==> config.mk <==
export PLATFORM = sky130hd
export DESIGN_NAME = column_post_sprite_blitter_unit
export DESIGN_NICKNAME = d
export VERILOG_FILES = /design/src/hdl/cpsb_pkg.sv /design/src/hdl/cpsb_queue.sv /design/src/hdl/cpsb_front.sv /design/src/hdl/cpsb_back.sv /design/src/hdl/column_post_sprite_blitter_unit.sv
export SDC_FILE = /design/constraint.sdc
export NUM_CORES = 1
export LEC_CHECK = 0
export CAP_MARGIN = 10
export CORE_MARGIN = 2
export CORE_UTILIZATION = 25
export DETAILED_ROUTE_END_ITERATION = 8
export DONT_BUFFER_PORTS = 1
export SYNTH_ARGS = -nofsm -noshare
export SYNTH_HDL_FRONTEND = slang
export SYNTH_HIERARCHICAL = 1
export SYNTH_SLANG_ARGS = --single-unit
==> constraint.sdc <==
create_clock -name clk -period 6.37 [get_ports clk]
set_input_delay 1.5925 -clock clk [delete_from_list [all_inputs] [get_ports clk]]
set_output_delay 1.5925 -clock clk [all_outputs]
set_load 0.02 [all_outputs]
==> src/hdl/cpsb_pkg.sv <==
// shared types and constants for the column post sprite blitter
`timescale 1ns / 1ps
package cpsb_pkg;

  localparam logic [7:0] END_MARK = 8'hff;
  localparam int QUEUE_DEPTH = 4;
  localparam int QPTR_W = $clog2(QUEUE_DEPTH);

  localparam logic CMD_BEGIN = 1'b0;
  localparam logic CMD_BYTE = 1'b1;

  typedef enum logic [5:0] {
    PH_IDLE = 6'b000001,
    PH_TOP  = 6'b000010,
    PH_LEN  = 6'b000100,
    PH_PAD1 = 6'b001000,
    PH_DATA = 6'b010000,
    PH_PAD2 = 6'b100000
  } phase_t;

  typedef struct packed {
    logic        done;
    logic [11:0] row;
    logic [10:0] x;
    logic [7:0]  value;
  } job_t;

endpackage

==> src/hdl/cpsb_queue.sv <==
// short job queue between the post parser and the address stage
`timescale 1ns / 1ps
module cpsb_queue
  import cpsb_pkg::*;
(
  input  logic clk,
  input  logic rst,
  input  logic push,
  input  job_t push_job,
  output logic full,
  input  logic pop,
  output logic head_valid,
  output job_t head_job
);

  job_t mem [QUEUE_DEPTH];
  logic [QPTR_W-1:0] wr_ptr;
  logic [QPTR_W-1:0] rd_ptr;
  logic [QPTR_W:0] count;
  logic do_push;
  logic do_pop;

  assign full = (count == (QPTR_W+1)'(QUEUE_DEPTH));
  assign head_valid = (count != '0);
  assign head_job = mem[rd_ptr];
  assign do_push = push && !full;
  assign do_pop = pop && head_valid;

  always_ff @(posedge clk) begin
    if (do_push) begin
      mem[wr_ptr] <= push_job;
    end
  end

  always_ff @(posedge clk) begin
    if (rst) begin
      wr_ptr <= '0;
      rd_ptr <= '0;
      count <= '0;
    end else begin
      if (do_push) begin
        wr_ptr <= wr_ptr + 1'b1;
      end
      if (do_pop) begin
        rd_ptr <= rd_ptr + 1'b1;
      end
      case ({do_push, do_pop})
        2'b10: count <= count + 1'b1;
        2'b01: count <= count - 1'b1;
        default: count <= count;
      endcase
    end
  end

endmodule

==> src/hdl/cpsb_front.sv <==
// post stream parser: takes items, tracks the post phase, emits jobs
`timescale 1ns / 1ps
module cpsb_front
  import cpsb_pkg::*;
(
  input  logic        clk,
  input  logic        rst,
  input  logic        item_valid,
  output logic        item_ready,
  input  logic        cmd,
  input  logic [10:0] col_x,
  input  logic [10:0] top_y,
  input  logic [7:0]  stream_byte,
  input  logic        q_full,
  output logic        push,
  output job_t        push_job
);

  phase_t phase;
  phase_t phase_next;
  logic [7:0] bytes_left;
  logic [7:0] bytes_left_next;
  logic [11:0] current_row;
  logic [11:0] current_row_next;
  logic [10:0] column_x;
  logic [10:0] sprite_top;
  logic accept;

  assign item_ready = !q_full;
  assign accept = item_valid && item_ready;

  always_comb begin
    phase_next = phase;
    bytes_left_next = bytes_left;
    current_row_next = current_row;
    push = 1'b0;
    push_job.done = 1'b0;
    push_job.row = current_row;
    push_job.x = column_x;
    push_job.value = stream_byte;
    if (accept) begin
      if (cmd == CMD_BEGIN) begin
        phase_next = PH_TOP;
        bytes_left_next = '0;
      end else begin
        unique case (phase)
          PH_TOP: begin
            if (stream_byte == END_MARK) begin
              phase_next = PH_IDLE;
              push = 1'b1;
              push_job.done = 1'b1;
            end else begin
              current_row_next = {sprite_top[10], sprite_top} + {4'b0, stream_byte};
              phase_next = PH_LEN;
            end
          end
          PH_LEN: begin
            bytes_left_next = stream_byte;
            phase_next = PH_PAD1;
          end
          PH_PAD1: begin
            phase_next = (bytes_left == '0) ? PH_PAD2 : PH_DATA;
          end
          PH_DATA: begin
            push = 1'b1;
            current_row_next = current_row + 1'b1;
            bytes_left_next = bytes_left - 1'b1;
            if (bytes_left == 8'd1) begin
              phase_next = PH_PAD2;
            end
          end
          PH_PAD2: begin
            phase_next = PH_TOP;
          end
          default: begin
            phase_next = PH_IDLE;
          end
        endcase
      end
    end
  end

  always_ff @(posedge clk) begin
    if (rst) begin
      phase <= PH_IDLE;
      bytes_left <= '0;
      current_row <= '0;
      column_x <= '0;
      sprite_top <= '0;
    end else begin
      phase <= phase_next;
      bytes_left <= bytes_left_next;
      current_row <= current_row_next;
      if (accept && cmd == CMD_BEGIN) begin
        column_x <= col_x;
        sprite_top <= top_y;
      end
    end
  end

endmodule

==> src/hdl/cpsb_back.sv <==
// address stage: turns jobs into framebuffer writes or column-done results, holds the result register
`timescale 1ns / 1ps
module cpsb_back
  import cpsb_pkg::*;
#(
  parameter int SCREEN_WIDTH = 320,
  parameter int SCREEN_HEIGHT = 200
) (
  input  logic        clk,
  input  logic        rst,
  input  logic        cfg_we,
  input  logic        cfg_data,
  input  logic        head_valid,
  input  job_t        head_job,
  output logic        pop,
  output logic        result_valid,
  input  logic        result_ready,
  output logic        pixel_write,
  output logic [15:0] fb_address,
  output logic [7:0]  pixel_value,
  output logic [3:0]  plane_mask,
  output logic        off_screen,
  output logic        column_done
);

  localparam logic [15:0] LINE_BYTES = 16'(SCREEN_WIDTH);
  localparam logic [15:0] PLANE_LINE_BYTES = 16'(SCREEN_WIDTH / 4);
  localparam logic [11:0] WIDTH_LIM = 12'(SCREEN_WIDTH);
  localparam logic [11:0] HEIGHT_LIM = 12'(SCREEN_HEIGHT);

  logic planar;
  logic [15:0] row_ext;
  logic [15:0] x_ext;
  logic [15:0] xq_ext;
  logic [15:0] addr;
  logic [3:0] mask;
  logic off;

  assign pop = head_valid && (!result_valid || result_ready);

  always_comb begin
    row_ext = {{4{head_job.row[11]}}, head_job.row};
    x_ext = {{5{head_job.x[10]}}, head_job.x};
    xq_ext = {{7{head_job.x[10]}}, head_job.x[10:2]};
    if (planar) begin
      addr = row_ext * PLANE_LINE_BYTES + xq_ext;
      mask = 4'b0001 << head_job.x[1:0];
    end else begin
      addr = row_ext * LINE_BYTES + x_ext;
      mask = 4'hf;
    end
    off = head_job.row[11] || (head_job.row >= HEIGHT_LIM) ||
          head_job.x[10] || ({1'b0, head_job.x} >= WIDTH_LIM);
  end

  always_ff @(posedge clk) begin
    if (rst) begin
      planar <= 1'b0;
      result_valid <= 1'b0;
    end else begin
      if (cfg_we) begin
        planar <= cfg_data;
      end
      if (pop) begin
        result_valid <= 1'b1;
      end else if (result_ready) begin
        result_valid <= 1'b0;
      end
    end
  end

  always_ff @(posedge clk) begin
    if (pop) begin
      if (head_job.done) begin
        pixel_write <= 1'b0;
        fb_address <= '0;
        pixel_value <= '0;
        plane_mask <= '0;
        off_screen <= 1'b0;
        column_done <= 1'b1;
      end else begin
        pixel_write <= 1'b1;
        fb_address <= addr;
        pixel_value <= head_job.value;
        plane_mask <= mask;
        off_screen <= off;
        column_done <= 1'b0;
      end
    end
  end

endmodule

==> src/hdl/column_post_sprite_blitter_unit.sv <==
// top level of the column post sprite blitter
//
//   channel   signals                                   accepted when
//   item      item_valid/item_ready, cmd, col_x, ...    item_valid && item_ready
//   result    result_valid/result_ready, pixel_write..  result_valid && result_ready
//   config    cfg_we, planar_mode                       cfg_we
//
// one item per cycle while item_ready is high; each data byte or end mark yields
// a result via the job queue, then the address multiply into the result register
// item_ready drops only while the four-entry job queue is full
// synchronous reset clears parser phase, queue and result valid
`timescale 1ns / 1ps
module column_post_sprite_blitter_unit
  import cpsb_pkg::*;
#(
  parameter int SCREEN_WIDTH = 320,
  parameter int SCREEN_HEIGHT = 200
) (
  input  logic        clk,
  input  logic        rst,
  input  logic        cfg_we,
  input  logic        planar_mode,
  input  logic        item_valid,
  output logic        item_ready,
  input  logic        cmd,
  input  logic [10:0] col_x,
  input  logic [10:0] top_y,
  input  logic [7:0]  stream_byte,
  output logic        result_valid,
  input  logic        result_ready,
  output logic        pixel_write,
  output logic [15:0] fb_address,
  output logic [7:0]  pixel_value,
  output logic [3:0]  plane_mask,
  output logic        off_screen,
  output logic        column_done
);

  logic q_full;
  logic push;
  job_t push_job;
  logic pop;
  logic head_valid;
  job_t head_job;

  cpsb_front u_front (
    .clk(clk),
    .rst(rst),
    .item_valid(item_valid),
    .item_ready(item_ready),
    .cmd(cmd),
    .col_x(col_x),
    .top_y(top_y),
    .stream_byte(stream_byte),
    .q_full(q_full),
    .push(push),
    .push_job(push_job)
  );

  cpsb_queue u_queue (
    .clk(clk),
    .rst(rst),
    .push(push),
    .push_job(push_job),
    .full(q_full),
    .pop(pop),
    .head_valid(head_valid),
    .head_job(head_job)
  );

  cpsb_back #(
    .SCREEN_WIDTH(SCREEN_WIDTH),
    .SCREEN_HEIGHT(SCREEN_HEIGHT)
  ) u_back (
    .clk(clk),
    .rst(rst),
    .cfg_we(cfg_we),
    .cfg_data(planar_mode),
    .head_valid(head_valid),
    .head_job(head_job),
    .pop(pop),
    .result_valid(result_valid),
    .result_ready(result_ready),
    .pixel_write(pixel_write),
    .fb_address(fb_address),
    .pixel_value(pixel_value),
    .plane_mask(plane_mask),
    .off_screen(off_screen),
    .column_done(column_done)
  );

endmodule

; Word level (Yosys, flattened, before mapping)
; Memories as Yosys holds them, arrays and structs flattened. A register that Yosys moved wholly into a read port is not among the register bits.
; Index checks and enable logic that the tools add are counted.
[totals]
reg_bits = 88
latchBits = 0
ram_bits = 128
mem_bits_ro = 0
inputBits = 37
out_inout_bits = 33
elab_cells = 91
mem_count = 1
[mem_list]
columns = memory, depth, word_bits, read_ports, rd_ports_with_merged_regs, write_ports, line_no
row1 = u_queue.mem, 4, 32, 1, 1, 1, cpsb_queue.sv:16  ; job_t mem [QUEUE_DEPTH];
[op_classes]
add_sub_neg = 9
mul = 2
div = 0
order_cmp = 2
eq_ne = 13
shift = 1
mux = 27
bitwise = 1
n_reduce_logical = 19
[op_table]
columns = cell, count
row1 = $add 16x16->16, 2
row2 = $pmux 6 s5, 1
row3 = $pmux 12 s2, 1
row4 = $mux 6, 3
row5 = $mul 16x3->10 const B, 1
row6 = $mul 16x3->12 const B, 1
row7 = $mux 16, 1
row8 = $pmux 8 s2, 1
row9 = $add 11x9->12, 1
row10 = $add 12x1->12 const B, 1
row11 = $ge 12x8->1 const B, 1
row12 = $mux 1, 12
row13 = $mux 12, 1
row14 = $ge 11x9->1 const B, 1
row15 = $eq 8x1->1 const B, 1
row16 = $eq 8x8->1 const B, 1
row17 = $logic_not 8->1, 1
row18 = $mux 8, 1
row19 = $sub 8x1->8 const B, 1
row20 = $eq 6x2->1 const B, 1
row21 = $eq 6x3->1 const B, 1
row22 = $eq 6x4->1 const B, 1
row23 = $eq 6x5->1 const B, 1
row24 = $eq 6x6->1 const B, 1
row25 = other kinds (23), 36

; Depth between registers and ports, before layout
; Gate-level depths: netlist of run 1.
[depth]
ltp_word = 8
mapped_depth = 19
depth_no_buf = 17

; Hierarchy
; The synthesis of run 1 kept the hierarchy.
[modules_own_cells]
columns = module, instances, cells_per_inst, area_each_um2, seq_area_each_um2
row1 = cpsb_queue, 1, 219, 5133.7, 4023.9
row2 = cpsb_front, 1, 389, 2902.8, 960.9
row3 = cpsb_back, 1, 228, 2378.5, 970.9

; Worst setup path after synthesis of run 1
; No wires, ideal clock.
[synth_path]
path_type = in2reg
startpoint = in result_ready
endpoint = reg u_queue.count[2]
setup_time_ns = 0.070
t_arrival_ns = 5.616
required_ns = 6.300
path_slack_ns = 0.684
stages = 9
n_path_buf = 0
path_cell_list = inv_1 > a21boi_0 > o31a_1 > ha_1 > inv_1 > fa_1 > xor2_1 > or3_1 > a21oi_1
[synth_between]
elab_chain_cells = 5
word_cells_on_any_way = 7
cone_classes = eq/ne: 2 / mux: 1 / reduce/logical: 4
[synth_lines]
columns = item, line_no
row1 = start: declaration, column_post_sprite_blitter_unit.sv:30  ; input logic result_ready,
row2 = $logic_or 1x1->1 (*), cpsb_back.sv:39  ; assign pop = head_valid && (!result_valid || result_ready);
row3 = $logic_and 1x1->1 (*), cpsb_back.sv:39
row4 = named net pop, column_post_sprite_blitter_unit.sv:42  ; logic pop;
row5 = $logic_and 1x1->1 (*), cpsb_queue.sv:27  ; assign do_pop = pop && head_valid;
row6 = named net u_queue.do_pop, cpsb_queue.sv:21  ; logic do_pop;
row7 = $eq 2x1->1 / $eq 2x2->1 (equally long branches), cpsb_queue.sv:47  ; case ({do_push, do_pop})
row8 = $pmux 3 s2 / $reduce_bool 2->1 (equally long branches), n/a
row9 = end signal: assignment, cpsb_queue.sv:48  ; 2'b10: count <= count + 1'b1;
row10 = end signal: assignment, cpsb_queue.sv:49  ; 2'b01: count <= count - 1'b1;
row11 = end signal: assignment, cpsb_queue.sv:50  ; default: count <= count;
row12 = end: declaration, cpsb_queue.sv:19  ; logic [QPTR_W:0] count;
; The timed path passes the listed nets; every way through them passes the cells marked *.
; A chain may end at the register's enable or synchronous reset.

==> metrics, run 1 <==
most common cell after layout, fill and taps aside edfxtp_1; Setup Slack @ Placement 1.76 ns; multi-input logic area 0.00408 sq mm; fin area about 0.012 sq mm; Buffers on Ports 0; flop and latch count out of synthesis ~220; unique cell type count in the Yosys netlist 72; Final WS setup between 1.5 and 2 ns; vias in the first global route approximately 6,300; Clock Tree Buf Depth 3; register area between 0.005 and 0.006 sq mm; RSZ-0062 raised after global routing no; slew margin rel. 0.226; dominant synthesized flop cell edfxtp_1; GRT Total Usage 0.106; clk_skew roughly 0.011 ns; area leader, netlist edfxtp_1; DRT Pass-1 Iters 5; number of max-cap violations 0; die area roughly 0.043 sq mm; Filler cells roughly 4,200; CTS resizes 0; crit path DAT 4.85 ns; core area a little over 0.04 sq mm; Max rail drop VDD around 0.00018 V; die height ~210 microns; CTS H-tree lvls 1; Synthesized Nets a little over 900; R2R cell count 16; Syn Inst Count ~840; CP max FO 20; Setup Buffers After CTS 0; die span in x about 210 microns; vias after detailed routing between 6,000 and 7,000; layout cells sized above 1 0.116; Via density about 4.7; # DRC 0; pin count of the biggest net entering global routing 63; Antenna Nets Post-Route 0; final setup TNS 0 ns; CTS tree yes; nets approximately 910; critical path class flop to flop; Crit. End Element flop; Num CTS Buffers 24; Worst-Margin Slew approximately 1.2 ns; Power Density between 200 and 300 mW/mm^2; Startpoint Class flop; Clk Latency, worst-skew pair 0.51 ns; Worst Min Path Start u_front/sprite_top[0]; Final min period roughly 4.6 ns; Data required, critical path around 6.6 ns; Final GP Congestion ~0.80; fin crit share 0.723; overall power just over 3 mW; hold crit path type flop to flop; final hold slack 0.460 ns; n_diodes 0; Worst Hold Path Cells 2; # IOs 70; Max Slew Vio Count 0; Seq/Total Area, Yosys 0.572; initial antenna violation count 0; post-synth top area share 0.458; syn avg cell area approximately 12 sq um; # setup viols final 0; Synthesis Warnings 6; gr ovfl total 0; final WL ~23 mm; asr flop ratio synth 0; first-pass GRT wire length approximately 36 mm; run status completed; hold_buf cts 0; DRT iter0 DRCs between 500 and 600; Fmax between 200 and 250 MHz; most frequent cells in the layout edfxtp_1, nand2_1, a21oi_1; dpl cell area 0.0109 sq mm; Row Count 74; WL/cell 16.7 microns; EDFF count, synth 159; Area growth syn-to-layout 12.8%; Leakage 3.81 nW; initial core utilization 0.254; Root Buffer clkbuf_16; ranking of synthesized cells by area edfxtp_1, dfxtp_1, mux4_2; Final HPWL DP ~16 mm; Worst-path clk slew approximately 0.06 ns; synthesized cell area ~0.010 sq mm; final hold viol count 0; Sink Count between 200 and 250
==> layout make-up <==
type / count / share of cell area
clock buffers: 30 / 0.0574
clock inverters: 14 / 0.0155
multi-input cells: 544 / 0.347
inverters: 30 / 0.00958
well taps: 532 / 0.0566
repair buffers: 11 / 0.00703
flip-flops and latches: 218 / 0.507
==> cell families (layout without fill, tap and decap cells) <==
group | count (synthesis) | after routing | share of synthesized area
XOR/XNOR | 29 | 29 | 0.0244
AND/OR/NAND/NOR | 257 | 257 | 0.123
buffers and inverters | 74 | 85 | 0.0381
adder cells (fa/ha/maj) | 48 | 48 | 0.0605
multiplexers | 40 | 40 | 0.0776
flip-flops | 218 | 218 | 0.572
AO/OA/AOI/OAI | 170 | 170 | 0.105
==> metal layers <==
metal,up-vias,GRT usage,wire [microns]
li1,3128,-,-
met1,3172,0.142,10600
met2,162,0.172,10500
met3,24,0.0238,1520
met4,0,0.0285,431
met5,-,0,0
==> critical path, stage by stage (launching register included) <==
cell      delay [ns]
dfxtp_2         0.78
mux4_2          0.64
ha_1            0.31
ha_1            0.22
inv_1           0.07
fa_1            0.21
nor2b_1         0.06
o21a_1          0.18
o31ai_1         0.27
nand2b_1        0.11
xor2_1          0.15
ha_1            0.35
or3_1           0.35
a31o_1          0.23
o221ai_2        0.16
xnor2_1         0.16
a211oi_2        0.09
==> flip-flops by register name, summed over array words and instances (netlist names), named ones only <==
signal / count
u_queue/wr_ptr: 2
u_back/pixel_value: 8
u_front/column_x: 11
u_back/planar: 1
u_back/result_valid: 1
u_front/current_row: 12
u_front/sprite_top: 11
u_back/column_done: 1
u_queue/rd_ptr: 2
u_back/off_screen: 1
u_back/plane_mask: 4
u_queue/mem: 128
u_front/phase: 6
u_front/bytes_left: 8
u_back/pixel_write: 1
u_queue/count: 3
u_back/fb_address: 16
==> report_power, final <==
group	switching, mW	total, mW	internal, mW
Sequential	0.0120	1.53	1.52
Combinational	0.0454	0.0750	0.0296
Clock	0.563	1.48	0.916
Total	0.620	3.09	2.47
==> metrics by stage <==
stage,util,cells
2_1_floorplan,-,836
3_3_place_gp,0.266,1335
3_5_place_dp,0.266,1335
4_1_cts,0.286,1379
5_1_grt,0.286,1379
6_report,0.286,1379
==> path summary, 6_finish.rpt <==
kind	end	slack [ns]
hold reg to reg	u_front/sprite_top[0]	0.46
setup / recovery	u_back/fb_address[15]	1.77
hold / removal	u_front/sprite_top[0]	0.46
setup reg to reg	u_back/fb_address[15]	1.77
==> cell usage after synthesis, types with 5 or more instances <==
cell and n:
edfxtp_1 159, nand2_1 77, a21oi_1 67, nor2_1 65, dfxtp_1 59, ha_1 44, inv_1 30, mux4_2 30
o21ai_0 27, xnor2_1 18, nand3_1 17, clkbuf_1 16, nor3_1 15, nor2b_1 14, xor2_1 11, a211oi_1 10
and2_1 9, and3_1 8, buf_2 8, buf_4 8, mux2i_1 8, nor4_1 8, o21a_1 8, or3_1 8
a21o_1 7, nand2b_1 7, nand4_1 6, buf_1 5, nand3b_1 5, o211ai_1 5
Power figures use the tool's default switching activity.
==> run 2, diff against run 1 <==
--- a/config.mk
+++ b/config.mk
@@ -5,6 +5,7 @@
 export SDC_FILE = /design/constraint.sdc
 export NUM_CORES = 1
 export LEC_CHECK = 0
+export ABC_AREA = 1
 export CAP_MARGIN = 10
 export CORE_MARGIN = 2
 export CORE_UTILIZATION = 25
==> constraint.sdc (replaced) <==
create_clock -name clk -period 4.35 [get_ports clk]
set_input_delay 1.0875 -clock clk [delete_from_list [all_inputs] [get_ports clk]]
set_output_delay 1.0875 -clock clk [all_outputs]
set_load 0.02 [all_outputs]
==> metrics, run 2 <==
first-pass GRT wire length 40.3 mm (+11%); WL/cell 14.1 microns (-16%); run status completed; Buffers on Ports 0 (unchanged); Antenna Nets Post-Route 0 (unchanged); Worst path most repeated cell nand2_1; vias after detailed routing 7,979 (+23%); CTS resizes 0 (unchanged); met2 Use GR 0.179 (+0.00786); Worst-path clk slew 0.06 ns (about the same); pin count of the biggest net entering global routing 46 (-27%); Data required, critical path 4.63 ns (-1.98 ns); Worst Min Path Start u_front/sprite_top[0]; max FFs per register 128 (unchanged); initial core utilization 0.254 (+0.000331); # setup viols final 0 (unchanged); grt peak-use layer met2; # DRC 0 (unchanged); most common cell after layout, fill and taps aside nand2_1; Setup Buffers After CTS 0 (unchanged); Startpoint Class flop; DRT iter0 DRCs 602 (+20%); Syn Inst Count 1,192 (+43%); critical path class flop to flop; die span in x 214 microns (+2.7%); CP max FO 45 (+130%); area leader, netlist edfxtp_1; multi-input logic area 0.00422 sq mm (+3.6%); Max rail drop VDD 0.000214 V (+18%); die area 0.0457 sq mm (+5.5%); Worst path max stage delay 0.57 ns (-0.21 ns); Leakage 4.69 nW (+23%); Area growth syn-to-layout 11.3%; Root Buffer clkbuf_16; final hold slack 0.462 ns (+0.00188 ns); Crit. End Element flop; Seq/Total Area, Yosys 0.541 (-0.0304); biggest regs u_queue/mem (128), u_back/fb_address (16), u_front/current_row (12); Synthesis Warnings 6 (unchanged); Row Count 76 (+2.7%); gr ovfl total 0 (unchanged); Biggest register u_queue/mem; Max Slew Vio Count 0 (unchanged); vias in the first global route 7,586 (+20%); Final WS setup 0.544 ns (-1.22 ns); hold crit path type flop to flop; Via density 4.46 (-5.1%); synthesized cell area 0.0110 sq mm (+5.6%); GRT Total Usage 0.112 (+0.00592); n_diodes 0 (unchanged); Setup Slack @ Placement 0.537 ns (-1.22 ns); Final min period 3.81 ns (-0.799 ns); Final HPWL DP 17.6 mm (+12%); final core occ 0.283 (-0.00342); register area 0.00596 sq mm (unchanged); final setup TNS 0 ns (unchanged); crit path DAT 4.08 ns (-0.77 ns); Clk Latency, worst-skew pair 0.53 ns (+0.02 ns); nets 1,271 (+39%); asr flop ratio synth 0 (unchanged); fin crit share 0.875 (+0.152); core area 0.0433 sq mm (+5.5%); layout cells sized above 1 0.0815 (-0.0342); number of max-cap violations 0 (unchanged); sequential share of power 0.524 (+0.027); slew margin rel. 0.286 (+0.0597); dominant synthesized flop cell edfxtp_1; overall power 4.33 mW (+40%); clk_skew 0.0161 ns (+0.00515 ns); EDFF count, synth 159 (unchanged); final hold viol count 0 (unchanged); DRT Pass-1 Iters 5 (unchanged); met1 Use GR 0.150 (+0.00739); Filler cells 4,484 (+7.8%); Sink Count 218 (unchanged); Clock Tree Buf Depth 3 (unchanged); CTS tree yes; most frequent cell after synthesis nand2_1; net load switching power 0.952 mW (+54%); CP max-delay cell dfxtp_2; syn avg cell area 9.23 sq um (-26%); Worst-Margin Slew 1.07 ns (-0.0913 ns); die height 214 microns (+2.7%); Fmax 263 MHz (+21%); Synthesized Nets 1,277 (+39%); final WL 25.2 mm (+9.2%); flop and latch count out of synthesis 218 (unchanged); Power Density 354 mW/mm^2 (+35%); Num CTS Buffers 23 (-4.2%); initial antenna violation count 0 (unchanged); hold_buf cts 0 (unchanged); post-synth top area share 0.434 (-0.0244); CP Cell Sequence inv_8 > o21ai_1 > o22ai_1 > ha_1 > ha_1 > inv_1 > fa_1 > nand3b_1 > nand2_1 > xor2_1 > ha_1 > a21o_1 > a21oi_1 > nand2_1 > nand2_1 > nand2_1 > o21ai_1 > nor2_1; CTS H-tree lvls 1 (unchanged); top post-synthesis cells by count nand2_1, nor2_1, edfxtp_1; switch share 0.220 (+0.0187); ranking of synthesized cells by area edfxtp_1, dfxtp_1, nand2_1; met3 usage 0.0269 (+0.00310); most frequent cells in the layout nand2_1, edfxtp_1, nor2_1; part of the power in combinational logic 0.043 (+0.019); unique cell type count in the Yosys netlist 46 (-36%); # IOs 70 (unchanged); Final GP Congestion 0.849 (+6.4%); RSZ-0062 raised after global routing no; Pint 3.38 mW (+37%); clock power share 0.433 (-0.046)
[run 2: changes by cell type in the layout (fill, tap and decap cells not counted), sizes merged, moves of 29 or more]
cell	change
inv	+98
mux4	-32
nand2	+145
nand3	+66
nor2	+106
o21ai	+79
o22ai	+29
[run 2: layout make-up]
type | instances | area share
timing repair buffer | 16 | 0.00981
sequential | 218 | 0.486
clock inverter | 11 | 0.00776
inverter | 129 | 0.0404
clock buffer | 31 | 0.0511
multi-input combinational | 798 | 0.345
tap | 585 | 0.0598
[run 2: metrics by stage]
stage,std cells,instance area (sq um)
finish,1788,12200
global route,1788,12200
CTS,1788,12200
detailed placement,1746,11500
global placement,1746,11500
floorplan,1192,11000
[run 2: logic make-up after synthesis]
family,after synthesis,share of synthesized area
AND/OR/NAND/NOR,494,0.191
AO/OA/AOI/OAI,238,0.119
flip-flops,218,0.541
buffers and inverters,176,0.0765
adder cells (fa/ha/maj),48,0.0573
XOR/XNOR,18,0.0150
[run 2: final timing paths]
kind                           endpoint  slack, ns  cells after the start
hold reg to reg   u_front/sprite_top[0]       0.46                      2
hold / removal    u_front/sprite_top[0]       0.46                      2
setup reg to reg  u_back/fb_address[14]       0.54                     18
setup / recovery  u_back/fb_address[14]       0.54                     18
[run 2: routing by layer]
| metal | wire [microns] | part of all wire | up-vias |
|---|---|---|---|
| met4 | 597 | 0.024 | 0 |
| met1 | 11900 | 0.47 | 3740 |
| met2 | 11200 | 0.45 | 177 |
| met5 | 0 | 0 | - |
| li1 | - | - | 4023 |
| met3 | 1460 | 0.058 | 39 |
[run 2: power groups by stage]
stage	clock, mW	sequential (mW)	combinational, mW
6_report	1.88	2.27	0.188
3_3_place_gp	0	2.31	0.185
5_1_grt	2.02	2.27	0.217
4_1_cts	1.93	2.27	0.188
3_5_place_dp	0	2.31	0.188
2_1_floorplan	0	2.30	0.164
[run 2: worst max-delay path, delay by kind of cell, from the launching register on]
| family | cells | cell delay (ns) |
|---|---|---|
| buf+inv | 2 | 0.24 |
| fa+ha+maj | 4 | 1.19 |
| simple gates | 6 | 0.59 |
| compound gates | 5 | 0.77 |
| flops | 1 | 0.57 |
| xor+xnor | 1 | 0.20 |
==> run 3, diff against run 2 <==
--- a/config.mk
+++ b/config.mk
@@ -11,6 +11,7 @@
 export CORE_UTILIZATION = 25
 export DETAILED_ROUTE_END_ITERATION = 8
 export DONT_BUFFER_PORTS = 1
+export PLACE_DENSITY = 0.48
 export SYNTH_ARGS = -nofsm -noshare
 export SYNTH_HDL_FRONTEND = slang
 export SYNTH_HIERARCHICAL = 1
==> metrics, run 3 (synthesis gave the netlist of run 2 again) <==
die height 214 microns (unchanged); Startpoint Class flop; core area 0.0433 sq mm (unchanged); final hold viol count 0 (unchanged); crit path DAT 4.17 ns (+0.09 ns); Leakage 4.75 nW (+1.3%); Sink Count 218 (unchanged); Final HPWL DP 18.6 mm (+5.8%); Buffers on Ports 0 (unchanged); critical path class flop to flop; Clk Latency, worst-skew pair 0.53 ns (about the same); # setup viols final 0 (unchanged); slew margin rel. 0.568 (+0.282); nets 1,275 (+0.31%); Power Density 366 mW/mm^2 (+3.4%); DRT iter0 DRCs 513 (-15%); final WL 26.8 mm (+6.5%); most common cell after layout, fill and taps aside nand2_1; pin count of the biggest net entering global routing 44 (-4.3%); Biggest register u_queue/mem; Final WS setup 0.457 ns (-0.0865 ns); Worst-Margin Slew 0.648 ns (-0.421 ns); WL/cell 14.9 microns (+6.1%); Root Buffer clkbuf_16; Num CTS Buffers 24 (+4.3%); fin crit share 0.895 (+0.0199); first-pass GRT wire length 43.1 mm (+7.0%); CTS H-tree lvls 1 (unchanged); DRT Pass-1 Iters 8 (+3); vias in the first global route 7,825 (+3.2%); die span in x 214 microns (unchanged); hold crit path type flop to flop; Max rail drop VDD 0.000212 V (-1.3%); hold_buf cts 0 (unchanged); die area 0.0457 sq mm (unchanged); vias after detailed routing 7,885 (-1.2%); Hold Path End u_front/sprite_top[3]; final setup TNS 0 ns (unchanged); Max Slew Vio Count 0 (unchanged); most frequent cells in the layout nand2_1, edfxtp_1, nor2_1; # IOs 70 (unchanged); final hold slack 0.465 ns (+0.00300 ns); CTS resizes 0 (unchanged); FF-to-FF End u_back/fb_address[13]; Data required, critical path 4.63 ns (about the same); GRT Total Usage 0.121 (+0.00948); CTS tree yes; Via density 4.40 (-1.5%); Row Count 76 (unchanged); clk_skew 0.00888 ns (-0.00723 ns); max FFs per register 128 (unchanged); Final GP Congestion 0.817 (-3.8%); number of max-cap violations 0 (unchanged); Worst Hold Path Cells 2 (unchanged); gr ovfl total 0 (unchanged); Setup Buffers After CTS 0 (unchanged); Area growth syn-to-layout 12.4%; R2R cell count 21 (+3); Clock Tree Buf Depth 3 (unchanged); run status completed; Antenna Nets Post-Route 0 (unchanged); Worst-path clk slew 0.06 ns (about the same); Fmax 257 MHz (-2.2%); overall power 4.53 mW (+4.4%); biggest regs u_queue/mem (128), u_back/fb_address (16), u_front/current_row (12); flop-to-flop setup slack 0.46 ns (-0.09 ns); initial antenna violation count 0 (unchanged); Final min period 3.89 ns (+0.0865 ns); layout cells sized above 1 0.0877 (+0.00629); Crit. End Element flop; CP max FO 43 (-4.4%); Worst Min Path Start u_front/sprite_top[3]; Setup Slack @ Placement 0.465 ns (-0.0722 ns); RSZ-0062 raised after global routing no; # DRC 0 (unchanged); initial core utilization 0.254 (unchanged)
## run 3: changes by cell type in the layout (fill, tap and decap cells not counted)
| cell | before | now |
|---|---|---|
| buf_4 | 16 | 19 |
| clkbuf_1 | 6 | 4 |
| clkbuf_16 | 23 | 25 |
| clkbuf_8 | 2 | 4 |
| inv_6 | 2 | 0 |
| bufinv_16 | 1 | 2 |
| clkinv_1 | 4 | 3 |
| clkinv_2 | 1 | 2 |
| clkinvlp_4 | 3 | 4 |
| diode_2 | 0 | 1 |
## run 3: layout make-up
cell class | count | area, sq um
fill | 4538 | 30900
sequential | 218 | 5960
multi-input combinational | 798 | 4220
tap | 585 | 732
clock buffer | 33 | 696
inverter | 129 | 494
timing repair buffer | 19 | 143
clock inverter | 11 | 116
antenna | 1 | 2.50
## run 3: report_power, final
part           total, mW  switching, mW  internal, mW  leakage (nW)
sequential          2.27         0.0265          2.24          1.91
clock               2.06          0.826          1.24         0.385
combinational      0.194          0.127        0.0666          2.45
## run 3: routing by layer
metal | track usage | vias up | share of wire
met5 | 0 | - | 0
met4 | 0.0340 | 0 | 0.017
met3 | 0.0268 | 26 | 0.047
li1 | - | 4035 | -
met2 | 0.198 | 134 | 0.45
met1 | 0.161 | 3690 | 0.49
## run 3: worst max-delay path, stage by stage, from the launching register on
cell and delay (ns):
dfxtp_2 0.43, inv_8 0.26, nor2_1 0.07, o22ai_1 0.39, ha_1 0.32, ha_1 0.36
a21oi_1 0.14, nand2_1 0.11, nand2_1 0.08, nand2_1 0.05, a21oi_1 0.15, xor2_1 0.17
inv_1 0.06, ha_1 0.34, nand2_2 0.12, inv_1 0.04, a21oi_1 0.18, nand3_1 0.09
nand2_1 0.08, nand2_1 0.05, nor2_1 0.08, nor2_1 0.07
## run 3: through the flow
stage          utilization  cell area [sq um]  cells
6_report             0.286              12400   1794
5_1_grt              0.286              12400   1793
4_1_cts              0.286              12400   1793
3_5_place_dp         0.267              11500   1749
3_3_place_gp         0.267              11500   1749
2_1_floorplan            -              11000   1192
## run 3: worst max-delay path by stage
stage,end,cells after the start
after global routing,u_back/fb_address[13],21
after floorplan,u_queue/count[2],13
after global placement,u_back/fb_address[15],21
after CTS,u_back/fb_address[15],21
final,u_back/fb_address[13],21
after detailed placement,u_back/fb_address[15],21
